### config.mk
export PLATFORM = sky130hd
export DESIGN_NAME = fca_ctrl
export DESIGN_NICKNAME = d
export VERILOG_FILES = /design/src/rtl/core/fca_pkg.sv /design/src/rtl/core/fca_ctrl.sv
export SDC_FILE = /design/constraint.sdc
export NUM_CORES = 1
export LEC_CHECK = 0
export ABC_AREA = 1
export BUFFER_PORTS_ARGS = -buffer_cell sky130_fd_sc_hd__buf_2
export CAP_MARGIN = 20
export CORE_AREA = 4 4 41 43
export CTS_CLUSTER_SIZE = 20
export DETAILED_ROUTE_END_ITERATION = 12
export DIE_AREA = 0 0 45 47
export PLACE_DENSITY_LB_ADDON = 0.25
export SYNTH_ARGS = -nofsm -noshare
export SYNTH_HDL_FRONTEND = slang
export SYNTH_SLANG_ARGS = --single-unit
### constraint.sdc
create_clock -name clock -period 0.94 [get_ports clock]
set_input_delay 0.047 -clock clock [delete_from_list [all_inputs] [get_ports clock]]
set_output_delay 0.047 -clock clock [all_outputs]
set_load 0.02 [all_outputs]
### src/rtl/core/fca_pkg.sv
package fca_pkg;

   // Field widths
   localparam int OFFSET_W   = 12;
   localparam int CHUNK_W    = 13;
   localparam int STATUS_W   = 2;
   localparam int OPCODE_W   = 1;

   // Register port
   localparam int CSR_DATA_W = 32;
   localparam int CSR_ADDR_W = 2;

   // Default geometry
   localparam int PAGE_BYTES_DEF  = 4096;
   localparam int STACK_DEPTH_DEF = 4096;

   typedef enum logic [OPCODE_W-1:0] {
      OP_ALLOC = 1'b0,
      OP_FREE  = 1'b1
   } opcode_type;

   typedef enum logic [STATUS_W-1:0] {
      STATUS_OK       = 2'd0,
      STATUS_NOCFG    = 2'd1,
      STATUS_OOM      = 2'd2,
      STATUS_BAD_FREE = 2'd3
   } status_type;

   typedef enum logic [2:0] {
      ST_IDLE,
      ST_EVAL,
      ST_DIV,
      ST_POP,
      ST_FINISH
   } ctrl_state_type;

   // Commands from controller to datapath
   typedef struct packed {
      logic       capture;
      logic       set_res;
      status_type res_code;
      logic       grant_bump;
      logic       pop_read;
      logic       pop_take;
      logic       div_start;
      logic       push;
      logic       load_rsp;
   } dp_cmd_type;

   // Status from datapath to controller
   typedef struct packed {
      logic cfg_zero;
      logic op_free;
      logic stack_empty;
      logic stack_full;
      logic oom;
      logic off_ge_bump;
      logic div_busy;
      logic rem_zero;
      logic rsp_free;
   } dp_sts_type;

endpackage

### src/rtl/core/fca_ctrl.sv
// Controller: sequences one request at a time through the datapath
module fca_ctrl (
   input  logic                clock,
   input  logic                reset,
   input  logic                req_valid,
   output logic                req_ready,
   input  fca_pkg::dp_sts_type sts,
   output fca_pkg::dp_cmd_type cmd
);
   import fca_pkg::*;

   ctrl_state_type state_ff, state_in;

   always_ff @(posedge clock) begin
      if (reset) begin
         state_ff <= ST_IDLE;
      end else begin
         state_ff <= state_in;
      end
   end

   // Next state and datapath commands
   always_comb begin
      state_in     = state_ff;
      cmd          = '0;
      cmd.res_code = STATUS_OK;
      req_ready    = 1'b0;
      unique case (state_ff)
         ST_IDLE: begin
            req_ready = 1'b1;
            if (req_valid) begin
               cmd.capture = 1'b1;
               state_in    = ST_EVAL;
            end
         end
         ST_EVAL: begin
            state_in = ST_FINISH;
            if (sts.cfg_zero) begin
               cmd.set_res  = 1'b1;
               cmd.res_code = STATUS_NOCFG;
            end else if (!sts.op_free) begin
               if (!sts.stack_empty) begin
                  cmd.pop_read = 1'b1;
                  state_in     = ST_POP;
               end else if (sts.oom) begin
                  cmd.set_res  = 1'b1;
                  cmd.res_code = STATUS_OOM;
               end else begin
                  cmd.grant_bump = 1'b1;
               end
            end else if (sts.off_ge_bump || sts.stack_full) begin
               cmd.set_res  = 1'b1;
               cmd.res_code = STATUS_BAD_FREE;
            end else begin
               cmd.div_start = 1'b1;
               state_in      = ST_DIV;
            end
         end
         ST_DIV: begin
            if (!sts.div_busy) begin
               cmd.set_res = 1'b1;
               state_in    = ST_FINISH;
               if (sts.rem_zero) begin
                  cmd.push     = 1'b1;
                  cmd.res_code = STATUS_OK;
               end else begin
                  cmd.res_code = STATUS_BAD_FREE;
               end
            end
         end
         ST_POP: begin
            cmd.pop_take = 1'b1;
            state_in     = ST_FINISH;
         end
         ST_FINISH: begin
            if (sts.rsp_free) begin
               cmd.load_rsp = 1'b1;
               state_in     = ST_IDLE;
            end
         end
         default: begin
            state_in = ST_IDLE;
         end
      endcase
   end

endmodule
==> results.tsv <==
metric	value	unit
status	finished, violations left	
clock_sinks	3	
leakagePower	0.0003563	uW
grtUsageMet1	0.1324	
hpwl	771.8	um
syn_area	329.1	um^2
critPathKind	reg -> out	
slew-limit-headroom	0.8312	
largest_register_ffs	3	
drive_above_1_share	0.6452	
crit_path_end_kind	output port	
synth_area_leaders	dfxtp_1, nand2_1, inv_1	
grt_first_pass_wirelength	1.821	mm
yosysTopAreaCell	dfxtp_1	
post-route-min-period	1.272	ns
grtUsageMet2	0.2062	
max-vdd-ir-drop	0.6692	mV
gr-usage-all-layers	0.1210	
routed_wl	1.010	mm
top_level_ports	23	
num_rows	13	
cp-start-kind	flip-flop	
critPathMaxFanout	4	
instances_no_fill	108	
worstHoldPathType	in -> reg	
ys_warn_count	0	
core	1301	um^2
drv_slew	0	
clk_latency	0.23	ns
max_stage_delay	0.35	ns
cap_violations	0	
grt_start_max_net_pins	7	
crit_required	0.89	ns
cts_root_buffer	clkbuf_4	
num_vias	469	
drc	0	
gp_congestion	0.7260	
port_buffers	22	
antenna_cells	0	
cts_tree	yes	
synth_cell_types	17	
path_delay_family	buffers and inverters	
wl_per_cell	9.352	um
clock_skew	0.0001237	ns
dp_cells	100	
grt_overflow	0	
grt_pass1_vias	466	
die_w	45	um
path_buf_inv	3	
clk_pin_slew_worst_paths	0.04	ns
cp.arrival	1.22	ns
die_h	47	um
die_area	2115	um^2
post-route-period-util	1.353	
grtUsageMet3	0.03831	
fmax	786.4	MHz
synth_seq_cells	3	
reg_top3	state_ff: 3 flops	
synth_top_area_share	0.1825	
hold_viol_final	0	
power.density	1506	nW/um^2
syn_avg_cell_area	5.773	um^2
syn_nets	69	
top_register	state_ff	
fin_nets	106	
antenna_found_initial	0	
r2r_setup_slack	-0.19	ns
numCtsBuffers	3	
fin_ws	-0.3316	ns
cp_slowest_cell	dfxtp_4	
initial_core_util	0.2529	
busiest_layer	met2	
first_pass_iters	4	
synthCells	57	
routed_via_density	4.343	
rsz0062_at_grt	true	
finalSetupViolCount	14	
yosysSeqAreaShare	0.1825	
synthToLayoutAreaGrowth	111.8	%
htree_levels	1	
whs	0.2079	ns
violations	setup timing	
ant_nets	0	
crit_chain	nor3_4, buf_4, nand4_4, inv_2, buf_6	
drt_iter0_drc	12	
tightestPinTransition	0.2530	ns
cts_buffer_depth	2	
[power breakdown]
group	internal, uW	switching [uW]
Combinational	294	357
Clock	159	62.3
Sequential	156	21.9
Total	609	441
[cell usage in the layout (no fill, tap or decap), drive strengths merged]
cell | synthesis | routed
dlygate4sd3 | 0 | 1
dfxtp | 3 | 3
nor3 | 2 | 2
nand4 | 3 | 3
nor4 | 1 | 1
clkbuf | 0 | 4
inv | 12 | 12
o21ai | 2 | 2
a21oi | 1 | 1
nand2 | 17 | 17
nand3 | 6 | 6
nor2 | 9 | 9
nand3b | 1 | 1
buf | 0 | 31
[through the flow]
| stage | util | power, uW | setup TNS (ns) | area [um^2] | setup slack, ns |
|---|---|---|---|---|---|
| finish | 0.5356 | 1050 | -3.552 | 696.9 | -0.3316 |
| global route | 0.5356 | 1149 | -4.609 | 696.9 | -0.4339 |
| CTS | 0.5125 | 1042 | -3.649 | 666.9 | -0.3398 |
| detailed placement | 0.4067 | 651.0 | -1.263 | 529.3 | -0.2015 |
| global placement | 0.4067 | 645.5 | -1.173 | 529.3 | -0.1862 |
| floorplan | - | 493.9 | -0.3237 | 355.3 | -0.1353 |
[synth_stat cells, drive strengths merged]
cell,count
o21ai,2
inv,12
dfxtp,3
nor3,2
nor4,1
nand3b,1
nand4,3
nand2,17
a21oi,1
nor2,9
nand3,6
[worst paths after layout]
check,start,to,depth (start not counted)
worst min-delay path,sts[6],state_ff[1]$_SDFFE_PP0P_,4
worst min register to register,state_ff[2]$_SDFFE_PP0P_,state_ff[2]$_SDFFE_PP0P_,4
worst max register to register,state_ff[1]$_SDFFE_PP0P_,state_ff[0]$_SDFFE_PP0P_,9
worst max-delay path,state_ff[2]$_SDFFE_PP0P_,cmd[4],5
[worst min-delay path, delay by kind of cell]
family,cells,cell delay [ns]
AND/OR/NAND/NOR,2,0.19
buffers and inverters,1,0.10
AO/OA/AOI/OAI,1,0.06
[final cells by class]
class	instances	area [um^2]
multi-input combinational	42	296.5
fill	130	604.3
tap	15	18.77
inverter	12	47.55
sequential	3	66.31
clock buffer	4	26.28
timing repair buffer	32	241.5
[routing by layer]
layer / routed length, um / vias to the layer above
met3: 42 / 0
met2: 554 / 11
met4: 0 / 0
met5: 0 / -
met1: 413 / 205
li1: - / 253
[timing repair]
| item | in CTS | in global routing |
|---|---|---|
| setup buffers | 3 | 0 |
| resized for setup | 23 | 9 |
| hold buffers | 1 | 0 |
| setup endpoints to repair | 14 | 14 |
| pin swaps | 5 | 4 |
| endpoints found under the hold margin | 2 | 0 |
[cell families (layout without fill, tap and decap cells)]
group / after synthesis / count (layout) / synth area share
DFF: 3 / 3 / 0.1825
AOI/OAI and AO/OA: 3 / 3 / 0.04561
and+or+nand+nor: 39 / 39 / 0.6349
buffers and inverters: 12 / 48 / 0.1369
(Power assumes the default switching activity.)
